===== config.mk =====
export PLATFORM = sky130hd
export DESIGN_NAME = slew_limited_differential_drive_flat
export DESIGN_NICKNAME = d
export VERILOG_FILES = /design/src/hdl/sldd_pkg.sv /design/src/hdl/sldd_if.sv /design/src/hdl/sldd_axis.sv /design/src/hdl/sldd_clip.sv /design/src/hdl/slew_limited_differential_drive.sv /design/src/flat_wrapper.sv
export SDC_FILE = /design/constraint.sdc
export NUM_CORES = 1
export LEC_CHECK = 0
export BUFFER_PORTS_ARGS = -buffer_cell sky130_fd_sc_hd__buf_2
export CAP_MARGIN = 10
export CORE_MARGIN = 2
export CORE_UTILIZATION = 48
export CTS_CLUSTER_DIAMETER = 120
export DETAILED_ROUTE_END_ITERATION = 12
export SLEW_MARGIN = 10
export SYNTH_ARGS = -nofsm -noshare
export SYNTH_HDL_FRONTEND = slang
export SYNTH_SLANG_ARGS = --single-unit

===== constraint.sdc =====
create_clock -name i_clk -period 8.35 [get_ports i_clk]
set_input_delay 1.67 -clock i_clk [delete_from_list [all_inputs] [get_ports i_clk]]
set_output_delay 1.67 -clock i_clk [all_outputs]
set_load 0.01 [all_outputs]

===== src/hdl/sldd_pkg.sv =====
// Shared types and constants for the slew-limited differential drive.
// No dependencies; every other file in hdl/ imports this package.
`default_nettype none

package sldd_pkg;

    // Field and register widths
    localparam int STEP_W     = 14;
    localparam int FS_W       = 10;
    localparam int LIM_W      = 11;
    localparam int DRIVE_W    = 12;
    localparam int CFG_IDX_W  = 3;
    localparam int CFG_DATA_W = 14;

    // Register reset values
    localparam logic [STEP_W-1:0] RST_FWD_RAMP_STEP  = 14'd40;
    localparam logic [STEP_W-1:0] RST_TURN_RAMP_STEP = 14'd40;
    localparam logic [STEP_W-1:0] RST_DECAY_STEP     = 14'd40;
    localparam logic [FS_W-1:0]   RST_FULL_SCALE     = 10'd1000;
    localparam logic [LIM_W-1:0]  RST_OUTPUT_LIMIT   = 11'd500;

    // Configuration register indexes
    typedef enum logic [CFG_IDX_W-1:0] {
        CFG_FWD_RAMP_STEP  = 3'd0,
        CFG_TURN_RAMP_STEP = 3'd1,
        CFG_DECAY_STEP     = 3'd2,
        CFG_FULL_SCALE     = 3'd3,
        CFG_OUTPUT_LIMIT   = 3'd4
    } t_cfg_idx;

    // Target direction of one axis
    typedef enum logic [1:0] {
        DIR_ZERO = 2'd0,
        DIR_POS  = 2'd1,
        DIR_NEG  = 2'd2
    } t_dir;

    // Per-tick command to one axis
    typedef struct packed {
        logic en;
        t_dir dir;
    } t_axis_cmd;

endpackage

`default_nettype wire


===== src/hdl/sldd_if.sv =====
// Handshake interfaces for key requests, drive results and register writes.
// Depends on sldd_pkg for the payload widths.
`default_nettype none

interface sldd_key_if import sldd_pkg::*; ();
    logic valid;
    logic ready;
    logic key_forward;
    logic key_back;
    logic key_left;
    logic key_right;

    modport source (output valid, key_forward, key_back, key_left, key_right,
                    input ready);
    modport sink   (input valid, key_forward, key_back, key_left, key_right,
                    output ready);
endinterface

interface sldd_drive_if import sldd_pkg::*; ();
    logic                      valid;
    logic                      ready;
    logic signed [DRIVE_W-1:0] left_drive;
    logic signed [DRIVE_W-1:0] right_drive;

    modport source (output valid, left_drive, right_drive, input ready);
    modport sink   (input valid, left_drive, right_drive, output ready);
endinterface

interface sldd_cfg_if import sldd_pkg::*; ();
    logic                  valid;
    logic                  ready;
    logic [CFG_IDX_W-1:0]  index;
    logic [CFG_DATA_W-1:0] data;

    modport source (output valid, index, data, input ready);
    modport sink   (input valid, index, data, output ready);
endinterface

`default_nettype wire


===== src/hdl/sldd_axis.sv =====
// One axis of the drive: level register slewed toward a +/-full-scale or zero target.
// Depends on sldd_pkg for the command struct and widths.
`default_nettype none

module sldd_axis import sldd_pkg::*; #(
    parameter int FRAC_BITS = 4
) (
    input  wire logic                             i_clk,
    input  wire logic                             i_rst_n,
    input  wire t_axis_cmd                        i_cmd,
    input  wire logic [STEP_W-1:0]                i_ramp_step,
    input  wire logic [STEP_W-1:0]                i_decay_step,
    input  wire logic [FS_W-1:0]                  i_full_scale,
    output      logic signed [FRAC_BITS+11:0]     o_level
);

    localparam int LVL_W = FRAC_BITS + 12;
    localparam int CW    = LVL_W + 2;

    logic signed [LVL_W-1:0] r_level;
    logic signed [LVL_W-1:0] n_level;
    logic signed [CW-1:0]    fs_ext;
    logic signed [CW-1:0]    target;
    logic signed [CW-1:0]    step;
    logic signed [CW-1:0]    level_ext;
    logic signed [CW-1:0]    diff;
    logic signed [CW-1:0]    slewed;

    // Form target and step, then move by at most one step
    always_comb begin
        fs_ext    = signed'({{(CW-FS_W-FRAC_BITS){1'b0}}, i_full_scale,
                             {FRAC_BITS{1'b0}}});
        level_ext = signed'({{(CW-LVL_W){r_level[LVL_W-1]}}, r_level});
        case (i_cmd.dir)
            DIR_POS: begin
                target = fs_ext;
            end
            DIR_NEG: begin
                target = -fs_ext;
            end
            default: begin
                target = '0;
            end
        endcase
        // Ramp toward a nonzero target; decay toward zero, even with both keys of a pair held
        if (target != '0) begin
            step = signed'({{(CW-STEP_W){1'b0}}, i_ramp_step});
        end else begin
            step = signed'({{(CW-STEP_W){1'b0}}, i_decay_step});
        end
        diff = target - level_ext;
        if (diff > step) begin
            slewed = level_ext + step;
        end else if (diff < -step) begin
            slewed = level_ext - step;
        end else begin
            slewed = target;
        end
        n_level = slewed[LVL_W-1:0];
    end

    // Advance the level once per accepted request
    always_ff @(posedge i_clk) begin
        if (!i_rst_n) begin
            r_level <= '0;
        end else if (i_cmd.en) begin
            r_level <= n_level;
        end
    end

    assign o_level = r_level;

endmodule

`default_nettype wire


===== src/hdl/sldd_clip.sv =====
// Clip a mixed level to +/-limit and truncate it toward zero to whole units.
// Depends on sldd_pkg for the limit and drive widths.
`default_nettype none

module sldd_clip import sldd_pkg::*; #(
    parameter int FRAC_BITS = 4
) (
    input  wire logic signed [FRAC_BITS+12:0] i_mix,
    input  wire logic [LIM_W-1:0]             i_limit,
    output      logic signed [DRIVE_W-1:0]    o_drive
);

    localparam int CW = FRAC_BITS + 13;

    logic signed [CW-1:0] lim;
    logic signed [CW-1:0] clipped;
    logic signed [CW-1:0] mag;
    logic signed [CW-1:0] whole;
    logic signed [CW-1:0] res;

    always_comb begin
        lim = signed'({{(CW-LIM_W-FRAC_BITS){1'b0}}, i_limit, {FRAC_BITS{1'b0}}});
        // Clip to the symmetric bound
        if (i_mix > lim) begin
            clipped = lim;
        end else if (i_mix < -lim) begin
            clipped = -lim;
        end else begin
            clipped = i_mix;
        end
        // Truncate magnitude, then restore sign
        mag   = clipped[CW-1] ? -clipped : clipped;
        whole = mag >>> FRAC_BITS;
        res   = clipped[CW-1] ? -whole : whole;
        o_drive = res[DRIVE_W-1:0];
    end

endmodule

`default_nettype wire


===== src/hdl/slew_limited_differential_drive.sv =====
// Top level of the slew-limited differential drive mixer.
// Depends on sldd_pkg, sldd_if, sldd_axis and sldd_clip.
//
//  Port      | Dir | Carries
//  ----------+-----+------------------------------------------------
//  i_key     | in  | four key flags, one request per control tick
//  o_drive   | out | left_drive / right_drive, one result per request
//  i_cfg     | in  | register index and write data, always ready
//
// A request updates both axis levels at its accepting edge; the clipped mix is
// registered into the output register as the mix stage advances. One request
// per cycle unless the output stalls; stalls hold the mix stage, then i_key.ready.
// Reset (synchronous, active low) zeros both levels and loads register defaults.
`default_nettype none

module slew_limited_differential_drive import sldd_pkg::*; #(
    parameter int FRAC_BITS = 4
) (
    input  wire logic    i_clk,
    input  wire logic    i_rst_n,
    sldd_key_if.sink     i_key,
    sldd_drive_if.source o_drive,
    sldd_cfg_if.sink     i_cfg
);

    localparam int LVL_W = FRAC_BITS + 12;

    logic [STEP_W-1:0] r_fwd_ramp_step;
    logic [STEP_W-1:0] r_turn_ramp_step;
    logic [STEP_W-1:0] r_decay_step;
    logic [FS_W-1:0]   r_full_scale;
    logic [LIM_W-1:0]  r_output_limit;

    logic                      r_mix_valid;
    logic                      r_out_valid;
    logic signed [DRIVE_W-1:0] r_left;
    logic signed [DRIVE_W-1:0] r_right;

    logic                      accept;
    logic                      mix_advance;
    t_axis_cmd                 fwd_cmd;
    t_axis_cmd                 turn_cmd;
    logic signed [LVL_W-1:0]   fwd_level;
    logic signed [LVL_W-1:0]   turn_level;
    logic signed [LVL_W:0]     mix_left;
    logic signed [LVL_W:0]     mix_right;
    logic signed [DRIVE_W-1:0] n_left;
    logic signed [DRIVE_W-1:0] n_right;

    // Register writes
    assign i_cfg.ready = 1'b1;

    always_ff @(posedge i_clk) begin
        if (!i_rst_n) begin
            r_fwd_ramp_step  <= RST_FWD_RAMP_STEP;
            r_turn_ramp_step <= RST_TURN_RAMP_STEP;
            r_decay_step     <= RST_DECAY_STEP;
            r_full_scale     <= RST_FULL_SCALE;
            r_output_limit   <= RST_OUTPUT_LIMIT;
        end else if (i_cfg.valid) begin
            case (t_cfg_idx'(i_cfg.index))
                CFG_FWD_RAMP_STEP:  r_fwd_ramp_step  <= i_cfg.data[STEP_W-1:0];
                CFG_TURN_RAMP_STEP: r_turn_ramp_step <= i_cfg.data[STEP_W-1:0];
                CFG_DECAY_STEP:     r_decay_step     <= i_cfg.data[STEP_W-1:0];
                CFG_FULL_SCALE:     r_full_scale     <= i_cfg.data[FS_W-1:0];
                CFG_OUTPUT_LIMIT:   r_output_limit   <= i_cfg.data[LIM_W-1:0];
                default: begin
                end
            endcase
        end
    end

    // Handshake: mix stage drains when the output register is free or taken
    assign mix_advance = r_mix_valid && (!r_out_valid || o_drive.ready);
    assign i_key.ready = !r_mix_valid || mix_advance;
    assign accept      = i_key.valid && i_key.ready;

    // Decode key pairs into axis directions
    always_comb begin
        fwd_cmd.en  = accept;
        turn_cmd.en = accept;
        case ({i_key.key_forward, i_key.key_back})
            2'b10:   fwd_cmd.dir = DIR_POS;
            2'b01:   fwd_cmd.dir = DIR_NEG;
            default: fwd_cmd.dir = DIR_ZERO;
        endcase
        case ({i_key.key_right, i_key.key_left})
            2'b10:   turn_cmd.dir = DIR_POS;
            2'b01:   turn_cmd.dir = DIR_NEG;
            default: turn_cmd.dir = DIR_ZERO;
        endcase
    end

    sldd_axis #(.FRAC_BITS(FRAC_BITS)) u_fwd (
        .i_clk        (i_clk),
        .i_rst_n      (i_rst_n),
        .i_cmd        (fwd_cmd),
        .i_ramp_step  (r_fwd_ramp_step),
        .i_decay_step (r_decay_step),
        .i_full_scale (r_full_scale),
        .o_level      (fwd_level)
    );

    sldd_axis #(.FRAC_BITS(FRAC_BITS)) u_turn (
        .i_clk        (i_clk),
        .i_rst_n      (i_rst_n),
        .i_cmd        (turn_cmd),
        .i_ramp_step  (r_turn_ramp_step),
        .i_decay_step (r_decay_step),
        .i_full_scale (r_full_scale),
        .o_level      (turn_level)
    );

    // Mix the two axes
    assign mix_left  = {fwd_level[LVL_W-1], fwd_level} + {turn_level[LVL_W-1], turn_level};
    assign mix_right = {fwd_level[LVL_W-1], fwd_level} - {turn_level[LVL_W-1], turn_level};

    sldd_clip #(.FRAC_BITS(FRAC_BITS)) u_clip_left (
        .i_mix   (mix_left),
        .i_limit (r_output_limit),
        .o_drive (n_left)
    );

    sldd_clip #(.FRAC_BITS(FRAC_BITS)) u_clip_right (
        .i_mix   (mix_right),
        .i_limit (r_output_limit),
        .o_drive (n_right)
    );

    // Pipeline valids
    always_ff @(posedge i_clk) begin
        if (!i_rst_n) begin
            r_mix_valid <= 1'b0;
            r_out_valid <= 1'b0;
        end else begin
            if (accept) begin
                r_mix_valid <= 1'b1;
            end else if (mix_advance) begin
                r_mix_valid <= 1'b0;
            end
            if (mix_advance) begin
                r_out_valid <= 1'b1;
            end else if (o_drive.ready) begin
                r_out_valid <= 1'b0;
            end
        end
    end

    // Load the result register
    always_ff @(posedge i_clk) begin
        if (mix_advance) begin
            r_left  <= n_left;
            r_right <= n_right;
        end
    end

    assign o_drive.valid       = r_out_valid;
    assign o_drive.left_drive  = r_left;
    assign o_drive.right_drive = r_right;

endmodule

`default_nettype wire

===== src/flat_wrapper.sv =====
// flat-port wrapper written by rule: the top's interface ports become plain ports
module slew_limited_differential_drive_flat import sldd_pkg::*;
#(
    parameter int FRAC_BITS = 4
)
  (i_clk, i_rst_n, i_key_valid, i_key_key_forward, i_key_key_back, i_key_key_left, i_key_key_right, i_key_ready, o_drive_valid, o_drive_left_drive, o_drive_right_drive, o_drive_ready, i_cfg_valid, i_cfg_index, i_cfg_data, i_cfg_ready);
  sldd_key_if i_key_i ();
  sldd_drive_if o_drive_i ();
  sldd_cfg_if i_cfg_i ();
  input  wire logic i_clk;
  input  wire logic i_rst_n;
  input wire logic [$bits(i_key_i.valid)-1:0] i_key_valid;
  input wire logic [$bits(i_key_i.key_forward)-1:0] i_key_key_forward;
  input wire logic [$bits(i_key_i.key_back)-1:0] i_key_key_back;
  input wire logic [$bits(i_key_i.key_left)-1:0] i_key_key_left;
  input wire logic [$bits(i_key_i.key_right)-1:0] i_key_key_right;
  output wire logic [$bits(i_key_i.ready)-1:0] i_key_ready;
  output wire logic [$bits(o_drive_i.valid)-1:0] o_drive_valid;
  output wire logic [$bits(o_drive_i.left_drive)-1:0] o_drive_left_drive;
  output wire logic [$bits(o_drive_i.right_drive)-1:0] o_drive_right_drive;
  input wire logic [$bits(o_drive_i.ready)-1:0] o_drive_ready;
  input wire logic [$bits(i_cfg_i.valid)-1:0] i_cfg_valid;
  input wire logic [$bits(i_cfg_i.index)-1:0] i_cfg_index;
  input wire logic [$bits(i_cfg_i.data)-1:0] i_cfg_data;
  output wire logic [$bits(i_cfg_i.ready)-1:0] i_cfg_ready;
  assign i_key_i.valid = i_key_valid;
  assign i_key_i.key_forward = i_key_key_forward;
  assign i_key_i.key_back = i_key_key_back;
  assign i_key_i.key_left = i_key_key_left;
  assign i_key_i.key_right = i_key_key_right;
  assign i_key_ready = i_key_i.ready;
  assign o_drive_valid = o_drive_i.valid;
  assign o_drive_left_drive = o_drive_i.left_drive;
  assign o_drive_right_drive = o_drive_i.right_drive;
  assign o_drive_i.ready = o_drive_ready;
  assign i_cfg_i.valid = i_cfg_valid;
  assign i_cfg_i.index = i_cfg_index;
  assign i_cfg_i.data = i_cfg_data;
  assign i_cfg_ready = i_cfg_i.ready;
  slew_limited_differential_drive #(.FRAC_BITS(FRAC_BITS)) u_core (.i_clk(i_clk), .i_rst_n(i_rst_n), .i_key(i_key_i), .o_drive(o_drive_i), .i_cfg(i_cfg_i));
endmodule

==> metrics.txt <==
worst setup margin=920 ps; root buf cell=clkbuf_16; static leakage=7.37 nW; Worst Skew=13.9 ps; endpoints failing setup=0; Routed Wire Length=52700 um; DP Worst Slack=583 ps; async set-reset flop share out of synthesis=0%; CTS tree=built; Setup CP Type=input port to register; chip height=185 um; DRT iter0 DRCs=1160; n_diodes=0; post_cts resized=0; Reg-to-Reg End=u_core.o_drive.right_drive[9]$_DFFE_PP_; H-tree depth=4; largest net degree at the start of global routing=66; post-synthesis cell area=15800 sq um; CP max stage delay=620 ps; I/O Pins=53; I/O Buffers=51; Final Max Tran Viols=0; Int Pwr=3.80 mW; power per cell area=475 nW/um^2; synth unique cells=98; Tightest Hold Check Type=register to register; most frequent cells in the layout=ha_1 (234), nand2_1 (231), a21oi_1 (180); prevailing post-synth register cell=dfxtp_1; Seq pwr share=11.7%; Hold Path Sink=u_core.r_turn_ramp_step[10]$_SDFFE_PN0P_; die area=34400 sq um; element type at the critical path start=input port; dpl hpwl=42800 um; worst slew pin tran=1090 ps; Final min period=7430 ps; layout cells sized above 1=8.35%; hold buffer count at CTS=0; vias in the first global route=14400; area grow syn2layout=7.98%; FMAX=135 MHz; CP startpoint=i_key_key_right; max_cap viols=0; Reg-to-Reg Start=u_core.u_fwd.o_level[1]$_SDFFE_PN0P_; Tcrit/Tclk final=89.0%; net switching power=4.31 mW; Core Area=32500 sq um; clk buf depth=2; Synthesized Nets=2357; Num CTS Buffers=17; Mean Syn Cell Area=7.56 sq um; Residual DRC=0; number of synthesized flops with an enable pin=24; Hold Crit Start=u_core.r_turn_ramp_step[10]$_SDFFE_PN0P_; unrepaired setup endpoints after global routing=no; GR Overflow Total=0; Skew-Pair Late Insertion Delay=450 ps; initial antenna violation count=0; Placed Instances=2530; most common cell after layout, fill and taps aside=ha_1; clock sink count=121; non-filler cells, final=2562; CP Capture Type=register; hold depth=2; Reg clk slew, reported paths=70 ps; Post-Synthesis Cells=2091; Wirelength per Cell=20.6 um; Sum Neg Setup Slack=0 ps; status=finished, final reports clean; warnings from Yosys=0; final-report hold violation count=0; Starting Density=48.7%; first-pass GRT wire length=81100 um; Clock power frac=9.0%; Initial DRT Pass Iterations=5; via-per-instance ratio=6.01; Critical Path RT=8740 ps; gr usage total=30.7%; peak supply drop=366 uV; combinational share of power=79.3%; flops & latches, synth=121; via count=15400; switching power share of the total=53.1%; worst-path fanout max=18; die width=185 um; Cell Rows=66; crit path DAT=7820 ps; headroom to the max-slew limit=27.3%; post-synthesis sequential area ratio=16.8%; R2R depth=25; Nets=2373; setup bufs post-CTS=0; flop2flop setup slack=1090 ps; GPL Wtd Cong=0.982; CP max-delay cell=mux2i_1; antenna viol nets, final=0
-- cells by family after synthesis --
logic type,share of synthesized area (%)
simple gates,21.7
compound gates,24.2
fa+ha+maj,19.3
buf+inv,5.85
xor+xnor,8.25
flops,16.8
mux,3.85
other cells,0.0237
-- worst max-delay path by stage --
stage	slack, ps	endpoint
after detailed placement	580	u_core.u_fwd.o_level[2]$_SDFFE_PN0P_
after CTS	1010	u_core.u_fwd.o_level[2]$_SDFFE_PN0P_
final	920	u_core.u_turn.o_level[13]$_SDFFE_PN0P_
after floorplan	720	u_core.u_turn.o_level[13]$_SDFFE_PN0P_
after global routing	450	u_core.u_turn.o_level[14]$_SDFFE_PN0P_
after global placement	680	u_core.u_fwd.o_level[2]$_SDFFE_PN0P_
-- cell type report --
cell class / instances / area (sq um)
Fill cell: 3173 / 15400
Multi-Input combinational cell: 1734 / 12200
Sequential cell: 121 / 2660
Inverter: 150 / 563
Tap cell: 442 / 553
Timing Repair Buffer: 83 / 495
Clock buffer: 17 / 425
Clock inverter: 15 / 129
-- critical path, delay by kind of cell --
family,cells,cell delay [ps]
muxes,1,620
and+or+nand+nor,7,2160
AOI/OAI and AO/OA,11,1900
xor gates and xnor gates,1,80
buffers and inverters,4,710
adders and majority gates,2,620
-- cell usage after synthesis (12+ instances only) --
cell,instances,area share (%)
a211oi_1,18,0.85
a21o_1,50,2.4
a21oi_1,181,5.7
a31oi_1,20,0.79
and2_1,15,0.59
and3_1,18,0.71
clkbuf_1,74,1.8
dfxtp_1,97,12
edfxtp_1,24,4.6
ha_1,234,19
inv_1,138,3.3
mux2i_1,34,2.2
nand2_1,231,5.5
nand2b_1,17,0.67
nand3_1,56,1.8
nand4_1,18,0.71
nor2_1,152,3.6
nor2b_1,36,1.4
nor3_1,58,1.8
nor4_1,12,0.47
o211ai_1,30,1.4
o21a_1,28,1.3
o21ai_0,102,3.2
o21bai_1,19,0.90
o22ai_1,13,0.51
o31ai_1,20,0.95
or2_2,13,0.51
or3_1,18,0.71
or4_1,12,0.57
xnor2_1,122,6.8
xor2_1,27,1.5
-- layer usage --
layer	vias up	part of all wire, %	track usage (%)
met3	86	5.3	4.17
met1	7289	45	39.9
met4	0	3.4	11.4
met5	-	0	0
li1	7557	-	-
met2	464	47	51.6
-- power groups by stage --
| stage | clock (mW) | sequential, mW | combinational (mW) |
|---|---|---|---|
| floorplan | 0 | 0.947 | 4.78 |
| global placement | 0 | 0.961 | 6.24 |
| detailed placement | 0 | 0.962 | 6.32 |
| CTS | 0.737 | 0.950 | 6.36 |
| global route | 0.762 | 0.966 | 7.11 |
| finish | 0.728 | 0.952 | 6.43 |
-- sequential cells by signal, indices dropped and copies added, names as in the netlist --
| name | cells |
|---|---|
| u_core.u_fwd.o_level | 16 |
| u_core.u_turn.o_level | 16 |
| u_core.r_decay_step | 14 |
| u_core.r_fwd_ramp_step | 14 |
| u_core.r_turn_ramp_step | 14 |
| u_core.o_drive.left_drive | 12 |
| u_core.o_drive.right_drive | 12 |
| u_core.r_output_limit | 11 |
| u_core.r_full_scale | 10 |
| u_core.o_drive.valid | 1 |
| u_core.r_mix_valid | 1 |
-- stage by stage --
| stage | power [mW] | utilization [%] | instance area (sq um) | hold slack (ps) |
|---|---|---|---|---|
| final | 8.11 | 52.6 | 17100 | 456 |
| after global routing | 8.84 | 52.6 | 17100 | 476 |
| after CTS | 8.05 | 52.6 | 17100 | 458 |
| after detailed placement | 7.28 | 50.9 | 16500 | 450 |
| after global placement | 7.20 | 50.9 | 16500 | 442 |
| after floorplan | 5.73 | - | 15800 | 436 |
Note: power is estimated with default switching activity, not from simulation.
